===== src/hdl/mnpd_pkg.sv =====
// ----------------------------------------------------------------------------
// mnpd_pkg: shared types and constants of the closest nonzero pair block
// Capacity, field widths, request structs and the point memory address map.
// ----------------------------------------------------------------------------
`default_nettype none

package mnpd_pkg;

    // capacity of the point memory
    localparam int MAX_POINTS = 256;
    localparam int MAX_DIMS   = 8;

    // field widths
    localparam int COORD_W = 16;
    localparam int DIMS_W  = 4;
    localparam int DIST_W  = 35;

    // derived widths
    localparam int PT_W   = (MAX_POINTS > 1) ? $clog2(MAX_POINTS) : 1;
    localparam int PL_W   = $clog2(MAX_POINTS + 1);
    localparam int CIDX_W = (MAX_DIMS > 1) ? $clog2(MAX_DIMS) : 1;
    localparam int CNT_W  = $clog2(MAX_DIMS + 1);
    localparam int DCMP_W = (CNT_W > DIMS_W) ? CNT_W : DIMS_W;
    localparam int ADDR_W = $clog2(MAX_POINTS * MAX_DIMS);
    localparam int SQ_W   = 2 * COORD_W;
    localparam int BEST_W = SQ_W + ((MAX_DIMS > 1) ? $clog2(MAX_DIMS) : 0);
    localparam int CMP_W  = (BEST_W > DIST_W) ? BEST_W : DIST_W;

    // register reset and result saturation
    localparam logic [DIMS_W-1:0] DIMS_RESET = DIMS_W'(2);
    localparam logic [DIST_W-1:0] DIST_MAX   = {DIST_W{1'b1}};

    // input request
    typedef struct packed {
        logic signed [COORD_W-1:0] coord;
        logic                      last;
    } t_in;

    // output request
    typedef struct packed {
        logic [DIST_W-1:0] min_dist_sq;
        logic              found;
        logic              overflowed;
    } t_out;

    // read issued to the distance unit, aligned with the memory address
    typedef struct packed {
        logic              valid;
        logic              load;
        logic              first;
        logic              last;
        logic [CIDX_W-1:0] c;
    } t_dist_ctl;

    // point-major address: one row of MAX_DIMS coordinates per point
    function automatic logic [ADDR_W-1:0] mnpd_addr(
        input logic [PT_W-1:0]   pt,
        input logic [CIDX_W-1:0] c
    );
        mnpd_addr = ADDR_W'(ADDR_W'(pt) * ADDR_W'(MAX_DIMS)) + ADDR_W'(c);
    endfunction

endpackage

`default_nettype wire


===== src/hdl/mnpd_dist_unit.sv =====
// ----------------------------------------------------------------------------
// mnpd_dist_unit: shared difference, square and accumulate pipeline
// Buffers the first point of a pair, streams the second point one coordinate
// a cycle, and keeps the smallest nonzero squared distance.
// ----------------------------------------------------------------------------
`default_nettype none

module mnpd_dist_unit (
    input  wire logic                                 i_clk,
    input  wire logic                                 i_rst_n,
    input  wire mnpd_pkg::t_dist_ctl                  i_ctl,
    input  wire logic signed [mnpd_pkg::COORD_W-1:0] i_rdata,
    input  wire logic                                 i_clear_best,
    output logic             [mnpd_pkg::BEST_W-1:0]  o_best,
    output logic                                      o_busy
);

    import mnpd_pkg::*;

    t_dist_ctl                 r_s1;
    t_dist_ctl                 r_s2c;
    t_dist_ctl                 r_s3c;
    logic signed [COORD_W-1:0] r_abuf [MAX_DIMS];
    logic        [COORD_W-1:0] r_s2_mag;
    logic        [SQ_W-1:0]    r_sq;
    logic        [BEST_W-1:0]  r_acc;
    logic        [BEST_W-1:0]  r_pair;
    logic                      r_pv;
    logic        [BEST_W-1:0]  r_best;

    logic signed [COORD_W:0]   diff;
    logic        [COORD_W:0]   mag;
    logic        [BEST_W-1:0]  n_acc;
    t_dist_ctl                 s2_ctl;

    // stage 1: coordinate difference against the buffered point
    always_comb begin
        diff = {r_abuf[r_s1.c][COORD_W-1], r_abuf[r_s1.c]} - {i_rdata[COORD_W-1], i_rdata};
        mag  = diff[COORD_W] ? (COORD_W+1)'(-diff) : diff;
    end

    // buffer loads stop at stage 1
    always_comb begin
        s2_ctl       = r_s1;
        s2_ctl.valid = r_s1.valid && !r_s1.load;
    end

    // stage 3: running sum over the coordinates of one pair
    assign n_acc = (r_s3c.first ? '0 : r_acc) + BEST_W'(r_sq);

    // control pipeline
    always_ff @(posedge i_clk) begin
        if (!i_rst_n) begin
            r_s1  <= '0;
            r_s2c <= '0;
            r_s3c <= '0;
            r_pv  <= 1'b0;
        end else begin
            r_s1  <= i_ctl;
            r_s2c <= s2_ctl;
            r_s3c <= r_s2c;
            r_pv  <= r_s3c.valid && r_s3c.last;
        end
    end

    // data pipeline
    always_ff @(posedge i_clk) begin
        if (r_s1.valid && r_s1.load) begin
            r_abuf[r_s1.c] <= i_rdata;
        end
        r_s2_mag <= mag[COORD_W-1:0];
        r_sq     <= SQ_W'(r_s2_mag) * SQ_W'(r_s2_mag);
        if (r_s3c.valid) begin
            r_acc <= n_acc;
        end
        r_pair <= n_acc;
    end

    // running minimum over nonzero pair distances
    always_ff @(posedge i_clk) begin
        if (!i_rst_n) begin
            r_best <= '0;
        end else if (i_clear_best) begin
            r_best <= '0;
        end else if (r_pv && r_pair != '0 && (r_best == '0 || r_pair < r_best)) begin
            r_best <= r_pair;
        end
    end

    assign o_best = r_best;
    assign o_busy = r_s1.valid || r_s2c.valid || r_s3c.valid || r_pv;

    // a minimum once found only shrinks until the next pass clears it
    a_best_shrinks: assert property (@(posedge i_clk) disable iff (!i_rst_n)
        (r_best != '0 && !i_clear_best) |=> (r_best != '0 && r_best <= $past(r_best)))
        else $error("best distance grew or vanished without a clear");

    // buffer loads never enter the squaring stage
    a_load_no_square: assert property (@(posedge i_clk) disable iff (!i_rst_n)
        (r_s1.valid && r_s1.load) |=> !r_s2c.valid)
        else $error("buffer load leaked into the distance pipeline");

    // a pair result follows its last coordinate
    a_pair_from_last: assert property (@(posedge i_clk) disable iff (!i_rst_n)
        r_pv |-> $past(r_s3c.valid && r_s3c.last))
        else $error("pair result without a last coordinate");

endmodule

`default_nettype wire


===== config.mk =====
export PLATFORM = sky130hd
export DESIGN_NAME = mnpd_dist_unit
export DESIGN_NICKNAME = d
export VERILOG_FILES = /design/src/hdl/mnpd_pkg.sv /design/src/hdl/mnpd_dist_unit.sv
export SDC_FILE = /design/constraint.sdc
export NUM_CORES = 1
export LEC_CHECK = 0
export BUFFER_PORTS_ARGS = -buffer_cell sky130_fd_sc_hd__buf_2
export CELL_PAD_IN_SITES_DETAIL_PLACEMENT = 0
export CELL_PAD_IN_SITES_GLOBAL_PLACEMENT = 1
export CORE_ASPECT_RATIO = 1.4
export CORE_MARGIN = 4
export CORE_UTILIZATION = 46
export DETAILED_ROUTE_END_ITERATION = 8
export PLACE_DENSITY = 0.77
export SLEW_MARGIN = 20
export SYNTH_ARGS = -nofsm -noshare
export SYNTH_HDL_FRONTEND = slang
export SYNTH_SLANG_ARGS = --single-unit

===== constraint.sdc =====
create_clock -name i_clk -period 6.42 [get_ports i_clk]
set_input_delay 0 -clock i_clk [delete_from_list [all_inputs] [get_ports i_clk]]
set_output_delay 0 -clock i_clk [all_outputs]
set_load 0.005 [all_outputs]

* Word level (Yosys, flattened, before mapping)
Memories as Yosys holds them, arrays and structs flattened. A register that Yosys moved wholly into a read port is not among the register bits.
Cells that the tools add are included.
** Cells by class
- Reduce and logical (&&, ||, !) cells :: 13
- Add/sub/neg operators :: 3
- Multipliers :: 1
- Magnitude comparators :: 1
- Muxes and demuxes :: 5
- Bitwise gates (word level) :: 1
** Operators by type and width (count)
- $add 35x32->35 :: 1
- $logic_not 35->1 :: 1
- $lt 35x35->1 :: 1
- $mux 35 :: 1
- $reduce_bool 35->1 :: 1
- $mul 16x16->32 :: 1
- $sub 16x16->17 :: 1
- $mux 16 :: 1
- $neg 16->16 :: 1
- $logic_and 1x1->1 :: 5
- $logic_or 1x1->1 :: 4
- $mux 3 :: 1
- $mux 1 :: 2
- $reduce_or 2->1 :: 1
- $logic_not 1->1 :: 1
- $not 1->1 :: 1
** Word-level totals
- Bits in registers :: 167
- Memories :: 1
- Memory bits (writable) :: 128
- Input port bits :: 26
** Memories
- r_abuf :: depth 8, bits a word 16, rd ports 1, clocked after Yosys merged registers in 1, write ports 1, line mnpd_dist_unit.sv:23 : logic signed [COORD_W-1:0] r_abuf [MAX_DIMS];

* Depth between registers and ports, before layout
Gate-level depths: netlist of run 1.
- Depth in word-level cells :: 3
- Mapped depth :: 25
- Mapped depth without buffers :: 24

* Least setup slack after synthesis of run 1
OpenSTA, ideal clock, no wires.
- Path type :: flip-flop to flip-flop
- From :: register r_s2_mag[6]
- To :: register r_sq[31]
- Arrival :: 5970 ps
- Path buffers :: 1
- Setup slack :: 378 ps
- Cell stages (with the launch flop) :: 22
- Required time :: 6348 ps
- Cells stage by stage :: dfxtp_1 -> clkbuf_1 -> nand2_1 -> fa_1 -> inv_1 -> fa_1 -> fa_1 -> fa_1 -> fa_1 -> inv_1 -> fa_1 -> inv_1 -> ha_1 -> a21o_1 -> a21o_1 -> o21ai_0 -> a31oi_1 -> o22ai_1 -> o31ai_1 -> a221o_1 -> a21oi_1 -> xnor2_1
** On the way
- Longest elaborated chain between the ends :: 1
** Ends and longest elaborated chain
- start: declaration :: line mnpd_dist_unit.sv:24 : logic [COORD_W-1:0] r_s2_mag;
- start signal: assignment :: line mnpd_dist_unit.sv:71 : r_s2_mag <= mag[COORD_W-1:0];
- $mul 16x16->32 :: line mnpd_dist_unit.sv:72 : r_sq <= SQ_W'(r_s2_mag) * SQ_W'(r_s2_mag);
- end signal: assignment :: line mnpd_dist_unit.sv:72
- end: declaration :: line mnpd_dist_unit.sv:25 : logic [SQ_W-1:0] r_sq;
No other way between the ends.
A chain may end at the register's enable or synchronous reset.

* Worst setup path in the final report of run 1
- From :: register r_s2_mag[10]
- To :: register r_sq[28]
The elaborated chain is that of the path after synthesis.

==> results.json, run 1 <==
{
  "status": "completed",
  "netlist_top_cells_area": "edfxtp_1 (24%), fa_1 (16%), dfxtp_1 (13%)",
  "ys_warn_count": 0,
  "synth_top_family_by_area": "adder cells",
  "ys_ff_latch": 294,
  "fin_tns_setup_ps": 0,
  "wl_mm": 45.9,
  "drt-pass1-iter-count": 4,
  "track_usage": 0.194,
  "hpwl_mm": 35.7,
  "setup_viol_count_final": 0,
  "io_buffers": 61,
  "die_area_um2": 47200,
  "cts.sinks": 294,
  "cts.clk_slew.worst_paths_ps": 70,
  "multi_input_area_um2": 11200,
  "grt_max_degree": 37,
  "cts_tree": "yes",
  "cts_max_level": 1,
  "detail-route-antenna-nets": 0,
  "fin_area_um2": 22600,
  "pin_count": 62,
  "crit_arrival_ps": 6640,
  "yosysSeqAreaShare": 0.374,
  "dp_slack_ps": 8.84,
  "path_max_fanout": 8,
  "final.setup_skew_ps": 28.7,
  "max_slew_margin": 0.279,
  "seqCellArea_um2": 7530,
  "antenna_cells": 0,
  "place_inst": 2492,
  "holdCritPathClass": "primary input to register",
  "crit_path_end_kind": "register",
  "grt_pass1_vias": 14300,
  "synthMuxAreaShare": 0.0170,
  "drive_gt1_frac": 0.0941,
  "rr_startpoint": "r_s2_mag[10]$_DFF_P_",
  "chipHeight_um": 255,
  "period_share": 0.962,
  "post_dp_cell_area_um2": 21200,
  "critical_path_class": "register to register",
  "holdPathEnd": "o_best[31]$_SDFFE_PP0P_",
  "period_needed_ps": 6170,
  "cts-buffers-inserted": 31,
  "tightest_slew_ps": 1080,
  "synth_edf_count": 163,
  "fmax_mhz": 162,
  "rrSetupSlack_ps": 250,
  "final_nets": 2377,
  "clock_latency_ps": 580,
  "drc": 0,
  "die_w_um": 185,
  "worst_hold_startpoint": "i_clear_best",
  "route.vias.total": 13800,
  "rsz0062_at_grt": "yes",
  "fill_cells": 3852,
  "yosysUniqueCellTypes": 76,
  "yosysTopAreaCellShare": 0.243,
  "synthSimpleGateAreaFrac": 0.113,
  "antenna_found_initial": 0,
  "whs_path_depth": 4,
  "netlist_area_um2": 20100,
  "final_cells": 2581,
  "required_ps": 6890,
  "area_delta_synth_final_pct": 12.3,
  "avgSynthCellArea_um2": 10.6,
  "yosysTopAreaCell": "edfxtp_1",
  "avgViaCountPerCell": 5.36,
  "rows": 90,
  "hold_viol": 0,
  "maxSlewViolCount": 0,
  "syn_nets": 2269,
  "post_drt_wl_per_cell_um": 17.8,
  "async_reset_ff_frac": 0,
  "clockRootBuffer": "clkbuf_16",
  "drv_cap": 0,
  "core_region_area_um2": 43100,
  "grt_pass1_wl_mm": 74.1,
  "synth_compound_area_frac": 0.111,
  "drt_iter0_markers": 696,
  "clockBufferDepth": 3,
  "synthCells": 1897,
  "cp-start-kind": "register",
  "synth_ff_type": "edfxtp_1",
  "r2r_cells": 21,
  "r2r-end": "r_sq[28]$_DFF_P_",
  "yosys.area_share.xor_xnor": 0.0379,
  "grt_overflow": 0,
  "layout_setup_ws_ps": 247,
  "synth_adder_area_share": 0.276,
  "start_util": 0.466,
  "gp_congestion": 0.897
}
==> worst max-delay path, cell delays in order (launching register included) <==
cell and delay [ps]:
dfxtp_2 390, and2_1 220, fa_1 550, inv_1 60, fa_1 530, inv_1 50
fa_1 510, fa_1 520, fa_1 550, inv_1 50, fa_1 520, inv_1 40
ha_1 360, a21o_1 210, a21o_1 170, a211oi_1 240, o21a_1 240, a211oi_1 130
a22o_1 260, o22ai_2 160, o21ai_0 130, xor2_1 150
==> logic make-up after synthesis <==
logic type / count (synthesis)
AOI/OAI and AO/OA: 325
xor gates and xnor gates: 87
adders and majority gates: 346
buffers and inverters: 368
DFF: 294
muxes: 34
and+or+nand+nor: 443
==> area by class of cell <==
class,count,share of cell area
well taps,552,0.0306
multi-input cells,1235,0.497
flip-flops and latches,294,0.334
repair buffers,127,0.0392
inverters,316,0.0525
clock inverters,25,0.0126
clock buffers,32,0.0345
==> through the flow <==
step,hold WS [ps],utilization
final,76.7,0.524
after global placement,211,0.490
after detailed placement,210,0.490
after CTS,61.9,0.522
after global routing,91.9,0.524
after floorplan,98.9,-
==> worst max-delay path by stage <==
| stage | slack [ps] | start | cells after the start | endpoint |
|---|---|---|---|---|
| floorplan | 380 | r_s2_mag[6]$_DFF_P_ | 21 | r_sq[31]$_DFF_P_ |
| global placement | 120 | r_s2_mag[5]$_DFF_P_ | 23 | r_sq[31]$_DFF_P_ |
| detailed placement | 9 | r_s2_mag[3]$_DFF_P_ | 22 | r_sq[28]$_DFF_P_ |
| CTS | 8 | r_s2_mag[3]$_DFF_P_ | 22 | r_sq[28]$_DFF_P_ |
| global route | -40 | r_s2_mag[9]$_DFF_P_ | 22 | r_sq[28]$_DFF_P_ |
| finish | 250 | r_s2_mag[10]$_DFF_P_ | 21 | r_sq[28]$_DFF_P_ |
==> layout by cell type, fill, tap and decap left out, drive strengths merged, types with 17 or more instances in the layout <==
| cell | synthesis | layout |
|---|---|---|
| a21o | 57 | 57 |
| nand3 | 17 | 17 |
| a22oi | 65 | 65 |
| inv | 316 | 319 |
| and3 | 24 | 24 |
| nor4 | 18 | 18 |
| buf | 7 | 96 |
| nor2 | 95 | 95 |
| a21oi | 78 | 78 |
| mux2i | 32 | 32 |
| edfxtp | 163 | 163 |
| nand4 | 27 | 27 |
| xnor2 | 58 | 58 |
| nand2 | 112 | 112 |
| xor2 | 29 | 29 |
| fa | 163 | 163 |
| o21ai | 36 | 36 |
| clkbuf | 45 | 32 |
| and2 | 53 | 53 |
| ha | 183 | 183 |
| dlygate4sd3 | 0 | 31 |
| dfxtp | 131 | 131 |
| nor2b | 46 | 46 |
==> registers in the layout, indices dropped and copies added (netlist names) <==
name	cells
r_pv	1
r_s3c	3
r_s1	7
r_s2c	3
r_pair	35
o_best	35
r_sq	31
r_abuf	128
r_s2_mag	16
r_acc	35
==> cells in the mapped netlist, drive strengths merged, types with 6 or more instances <==
library cell    n
buf             7
a21o           57
a31oi          14
xor2           29
nand4          27
nor2b          46
nor2           95
o31ai           6
mux2i          32
nand3          17
a21oi          78
ha            183
dfxtp         131
and3           24
or2             7
o21ai          36
edfxtp        163
clkbuf         45
a22oi          65
nand2         112
inv           316
xnor2          58
fa            163
o21bai          8
o21a            9
nor3           10
nand2b         13
a211oi         11
and2           53
nor4           18
==> repair_timing <==
action	in CTS	in global routing
hold buffers	31	0
buffers inserted	0	1
resized for setup	0	17
endpoints found under the setup margin	0	7
hold endpoints to repair	143	0
==> metal layers <==
metal	vias to the layer above	global-route usage	wire, µm
li1	6657	-	-
met1	6820	0.222	17300
met2	262	0.375	25700
met4	0	0.0594	1410
met5	-	0	0
met3	92	0.0195	1540
Power of run 1 is left out: the tool's default activity adds up to more than one toggle a clock period on the data nets, which glitch-free logic cannot reach.
==> inputs of run 2 (changes only) <==
==> constraint.sdc (replaced) <==
create_clock -name i_clk -period 5 [get_ports i_clk]
set_input_delay 0 -clock i_clk [delete_from_list [all_inputs] [get_ports i_clk]]
set_output_delay 0 -clock i_clk [all_outputs]
set_load 0.005 [all_outputs]
==> results.json, run 2 (synthesized netlist as in run 1, its figures left out) <==
{
  "status": "finished with violations",
  "failed_checks": "negative setup slack",
  "fmax_mhz": 178,
  "grt_pass1_wl_mm": 75.9,
  "max_slew_margin": 0.269,
  "track_usage": 0.197,
  "rrSetupSlack_ps": -630,
  "layout_setup_ws_ps": -631,
  "cts-buffers-inserted": 30,
  "r2r_cells": 25,
  "io_buffers": 61,
  "grt_overflow": 0,
  "die_w_um": 185,
  "drc": 0,
  "antenna_found_initial": 0,
  "cp-start-kind": "register",
  "gp_congestion": 0.873,
  "final_cell_mix": "inv_1 (300), ha_1 (171), edfxtp_1 (163)",
  "final_nets": 2515,
  "area_delta_synth_final_pct": 19.5,
  "antenna_cells": 0,
  "whs_path_depth": 4,
  "rows": 90,
  "setup_viol_count_final": 17,
  "grt_max_degree": 38,
  "chipHeight_um": 255,
  "final_util": 0.558,
  "route.vias.total": 14200,
  "clockBufferDepth": 3,
  "post_drt_wl_per_cell_um": 16.8,
  "rr_startpoint": "r_s2_mag[5]$_DFF_P_",
  "top_register": "r_abuf",
  "cts.clk_slew.worst_paths_ps": 60,
  "path_max_fanout": 5,
  "drive_gt1_frac": 0.185,
  "drv_cap": 0,
  "period_needed_ps": 5630,
  "worst_hold_startpoint": "i_clear_best",
  "clockRootBuffer": "clkbuf_16",
  "tightest_slew_ps": 1100,
  "critical_path_class": "register to register",
  "required_ps": 5460,
  "avgViaCountPerCell": 5.21,
  "wl_mm": 45.6,
  "pin_count": 62,
  "drt_iter0_markers": 531,
  "clock_latency_ps": 580,
  "holdPathEnd": "o_best[8]$_SDFFE_PP0P_",
  "rsz0062_at_grt": "yes",
  "core_region_area_um2": 43100,
  "cts.sinks": 294,
  "maxSlewViolCount": 0,
  "grt_pass1_vias": 15400,
  "hpwl_mm": 35.6,
  "drt-pass1-iter-count": 6,
  "cts_tree": "yes",
  "hold_viol": 0,
  "r2r-end": "r_sq[31]$_DFF_P_",
  "largest_reg_flops": 128,
  "period_share": 1.13,
  "crit_path_end_kind": "register",
  "cts_max_level": 1,
  "final.setup_skew_ps": 14.1,
  "holdCritPathClass": "primary input to register",
  "crit_arrival_ps": 6090,
  "layout_commonest_cell": "inv_1",
  "die_area_um2": 47200,
  "start_util": 0.466,
  "detail-route-antenna-nets": 0
}
## run 2: through the flow
stage,std cells,cell area (µm²),TNS [ps],hold slack [ps],worst slack (ps)
after floorplan,1897,20500,-2630,98.9,-389
after global placement,2620,22400,-9590,204,-964
after detailed placement,2620,22400,-10210,210,-962
after CTS,2711,23900,-7210,67.8,-686
after global routing,2717,24000,-10700,119,-843
final,2717,24000,-6840,77.9,-631
## run 2: routing by layer
| metal | vias up | track usage | wire length, µm | part of all wire |
|---|---|---|---|---|
| li1 | 6939 | - | - | - |
| met1 | 6906 | 0.217 | 17500 | 0.38 |
| met2 | 210 | 0.386 | 25400 | 0.56 |
| met3 | 98 | 0.0168 | 1140 | 0.025 |
| met4 | 0 | 0.0683 | 1580 | 0.035 |
| met5 | - | 0 | 0 | 0 |
## run 2: cell type report
type                            instances  area, µm²
Multi-Input combinational cell       1235      11600
Tap cell                              552        691
Clock inverter                         23        263
Timing Repair Buffer                  266       2020
Sequential cell                       294       7560
Clock buffer                           31        754
Inverter                              316       1190
Fill cell                            3697      19100
## run 2: timing repair
action,CTS,global route
resized for setup,29,40
endpoints found under the hold margin,143,0
pin swaps,22,34
hold buffers,31,0
setup buffers,8,8
endpoints found under the setup margin,20,21
## run 2: worst max-delay path by stage
stage                     cells past startpoint            startpoint               end
after floorplan                              22   r_s2_mag[1]$_DFF_P_  r_sq[31]$_DFF_P_
after global placement                       24  r_s2_mag[11]$_DFF_P_  r_sq[31]$_DFF_P_
after detailed placement                     24  r_s2_mag[11]$_DFF_P_  r_sq[31]$_DFF_P_
after CTS                                    24   r_s2_mag[5]$_DFF_P_  r_sq[31]$_DFF_P_
after global routing                         23   r_s2_mag[5]$_DFF_P_  r_sq[28]$_DFF_P_
final                                        25   r_s2_mag[5]$_DFF_P_  r_sq[31]$_DFF_P_
## run 2: critical path, cell delays in order (launching register included)
cell and delay [ps]:
dfxtp_4 390, and2_4 160, inv_2 40, fa_1 520
inv_2 50, fa_1 490, inv_1 50, fa_1 490
inv_2 40, fa_2 460, fa_1 500, inv_2 40
fa_1 480, inv_2 50, ha_4 260, buf_4 120
nand3_4 70, nor2_4 100, o2111ai_4 150, a31oi_1 200
buf_4 170, o22ai_4 100, o31ai_4 230, a221o_1 200
a21oi_2 50, xnor2_1 110
Power of run 2 is left out for the same reason.
==> inputs of run 3 (changes only) <==
--- a/config.mk
+++ b/config.mk
@@ -5,14 +5,15 @@
 export SDC_FILE = /design/constraint.sdc
 export NUM_CORES = 1
 export LEC_CHECK = 0
+export ABC_AREA = 1
 export BUFFER_PORTS_ARGS = -buffer_cell sky130_fd_sc_hd__buf_2
 export CELL_PAD_IN_SITES_DETAIL_PLACEMENT = 0
 export CELL_PAD_IN_SITES_GLOBAL_PLACEMENT = 1
 export CORE_ASPECT_RATIO = 1.4
 export CORE_MARGIN = 4
-export CORE_UTILIZATION = 46
+export CORE_UTILIZATION = 45
 export DETAILED_ROUTE_END_ITERATION = 8
-export PLACE_DENSITY = 0.77
+export PLACE_DENSITY = 0.78
 export SLEW_MARGIN = 20
 export SYNTH_ARGS = -nofsm -noshare
 export SYNTH_HDL_FRONTEND = slang
==> constraint.sdc (replaced) <==
create_clock -name i_clk -period 4.6 [get_ports i_clk]
set_input_delay 0 -clock i_clk [delete_from_list [all_inputs] [get_ports i_clk]]
set_output_delay 0 -clock i_clk [all_outputs]
set_load 0.005 [all_outputs]
==> results.json, run 3 <==
{
  "r2r_cells": 20,
  "route.vias.total": 17400,
  "grt_max_degree": 71,
  "critical_path_class": "register to register",
  "dp_slack_ps": -834,
  "drc": 0,
  "synth_top_family_by_area": "adder cells",
  "grt_overflow": 0,
  "final_cell_mix": "inv_1 (503), nand2_1 (436), buf_4 (180)",
  "max_slew_margin": 0.380,
  "yosysSeqAreaShare": 0.348,
  "cp-start-kind": "register",
  "wl_mm": 55.2,
  "setup_viol_count_final": 24,
  "fmax_mhz": 195,
  "antenna_found_initial": 1,
  "io_buffers": 61,
  "cts_max_level": 2,
  "core_region_area_um2": 47300,
  "post_drt_wl_per_cell_um": 16.0,
  "final_cells": 3450,
  "drive_gt1_frac": 0.208,
  "yosys.area_share.xor_xnor": 0.0319,
  "synth_compound_area_frac": 0.0784,
  "hpwl_mm": 43.2,
  "status": "finished with violations",
  "drv_cap": 0,
  "clock_latency_ps": 550,
  "ys_warn_count": 0,
  "die_area_um2": 51700,
  "largest_reg_flops": 128,
  "tightest_slew_ps": 929,
  "die_w_um": 193,
  "avgSynthCellArea_um2": 8.63,
  "syn_nets": 2879,
  "cts.sinks": 294,
  "avgViaCountPerCell": 5.05,
  "period_share": 1.11,
  "gp_congestion": 0.914,
  "drt-pass1-iter-count": 7,
  "synthMuxAreaShare": 0,
  "maxSlewViolCount": 0,
  "clockBufferDepth": 3,
  "synthTopCellsByCount": "inv_1 (538), nand2_1 (490), nor2_1 (192), ha_1 (183)",
  "final_util": 0.569,
  "layout_commonest_cell": "inv_1",
  "rrSetupSlack_ps": -530,
  "hold_viol": 0,
  "cts-buffers-inserted": 34,
  "synthCells": 2507,
  "clockRootBuffer": "clkbuf_16",
  "yosysTopAreaCellShare": 0.226,
  "synth_adder_area_share": 0.257,
  "holdCritPathClass": "primary input to register",
  "rr_startpoint": "r_s2_mag[4]$_DFF_P_",
  "cts_tree": "yes",
  "crit_arrival_ps": 5540,
  "ys_ff_latch": 294,
  "place_inst": 3319,
  "yosysUniqueCellTypes": 53,
  "yosysMostFrequentCell": "inv_1",
  "detail-route-antenna-nets": 0,
  "grt_pass1_wl_mm": 90.9,
  "synth_edf_count": 163,
  "final.setup_skew_ps": 23.0,
  "period_needed_ps": 5130,
  "rows": 94,
  "drt_iter0_markers": 687,
  "layout_setup_ws_ps": -526,
  "required_ps": 5020,
  "path_max_fanout": 6,
  "async_reset_ff_frac": 0,
  "yosysTopAreaCell": "edfxtp_1",
  "netlist_top_cells_area": "edfxtp_1 (23%), fa_1 (15%), dfxtp_1 (12%)",
  "antenna_cells": 0,
  "synth_ff_type": "edfxtp_1",
  "top_register": "r_abuf",
  "final_nets": 3172,
  "critPathLaunch": "r_s2_mag[4]$_DFF_P_",
  "failed_checks": "negative setup slack",
  "grt_pass1_vias": 18500,
  "cts.clk_slew.worst_paths_ps": 60,
  "track_usage": 0.215,
  "chipHeight_um": 267,
  "start_util": 0.457,
  "r2r-end": "r_sq[30]$_DFF_P_",
  "rsz0062_at_grt": "yes",
  "crit_path_end_kind": "register",
  "pin_count": 62,
  "area_delta_synth_final_pct": 24.4,
  "synthSimpleGateAreaFrac": 0.179,
  "cp-endpoint": "r_sq[30]$_DFF_P_",
  "netlist_area_um2": 21600
}
-- run 3: cell count changes after synthesis, moves of 49 or more --
cell     before  now
inv_1       316  538
nand2_1     112  490
a21oi_1      77  140
nand3_1      17   92
nor2_1       95  192
a21o_1       57    8
and2_1       53    2
-- run 3: how the worst min path moves through the flow --
stage	startpoint	to	slack [ps]	cells past startpoint
after CTS	i_rdata[13]	r_abuf[0][13]$_DFFE_PP_	230	2
after global placement	i_ctl[6]	r_s1[6]$_SDFF_PN0_	180	3
after floorplan	i_rst_n	r_s3c[3]$_SDFF_PN0_	90	2
final	i_rdata[12]	r_abuf[0][12]$_DFFE_PP_	260	2
after global routing	i_rdata[7]	r_abuf[5][7]$_DFFE_PP_	280	2
after detailed placement	i_ctl[6]	r_s1[6]$_SDFF_PN0_	190	3
-- run 3: metrics by stage --
| stage | area (µm²) | hold slack [ps] | setup TNS (ps) |
|---|---|---|---|
| 3_3_place_gp | 24300 | 183 | -13760 |
| 4_1_cts | 26500 | 225 | -8990 |
| 2_1_floorplan | 22200 | 93.5 | -4540 |
| 5_1_grt | 26900 | 275 | -13130 |
| 6_report | 26900 | 257 | -8520 |
| 3_5_place_dp | 24300 | 189 | -15830 |
-- run 3: critical path, cell delays in order, from the launching register on --
cell and delay, ps:
dfxtp_4 390, buf_12 140, buf_12 120, fa_1 530, inv_1 60, fa_2 560
inv_1 40, ha_1 200, fa_1 470, fa_1 490, inv_1 50, fa_1 530
inv_1 70, ha_4 320, nand2_4 70, buf_4 150, nor2_1 260, nand4_1 190
nand3_2 130, a21oi_2 60, xor2_1 160
-- run 3: timing repair --
item	in CTS	in global routing
hold endpoints to repair	175	0
pin swaps	68	54
setup endpoints to repair	24	24
setup buffers	22	20
hold buffers	32	0
resized for setup	135	96
-- run 3: cell type report --
| type | count | area, µm² |
|---|---|---|
| tap | 624 | 781 |
| inverter | 543 | 2050 |
| multi-input combinational | 1610 | 12800 |
| sequential | 294 | 7560 |
| clock buffer | 42 | 881 |
| fill | 4219 | 20400 |
| clock inverter | 20 | 283 |
| timing repair buffer | 317 | 2580 |
-- run 3: metal layers --
layer,up-vias,GRT usage,wire [µm]
li1,8553,-,-
met1,8342,0.223,20300
met2,354,0.416,29800
met3,170,0.0292,1760
met4,2,0.118,3290
met5,-,0,8
-- run 3: logic make-up (layout without fill, tap and decap cells) --
| family | count (synthesis) | after routing |
|---|---|---|
| flip-flops | 294 | 294 |
| AO/OA/AOI/OAI | 287 | 287 |
| XOR/XNOR | 78 | 78 |
| AND/OR/NAND/NOR | 899 | 899 |
| buffers and inverters | 603 | 922 |
| adder cells (fa/ha/maj) | 346 | 346 |
Power of run 3 is left out for the same reason.
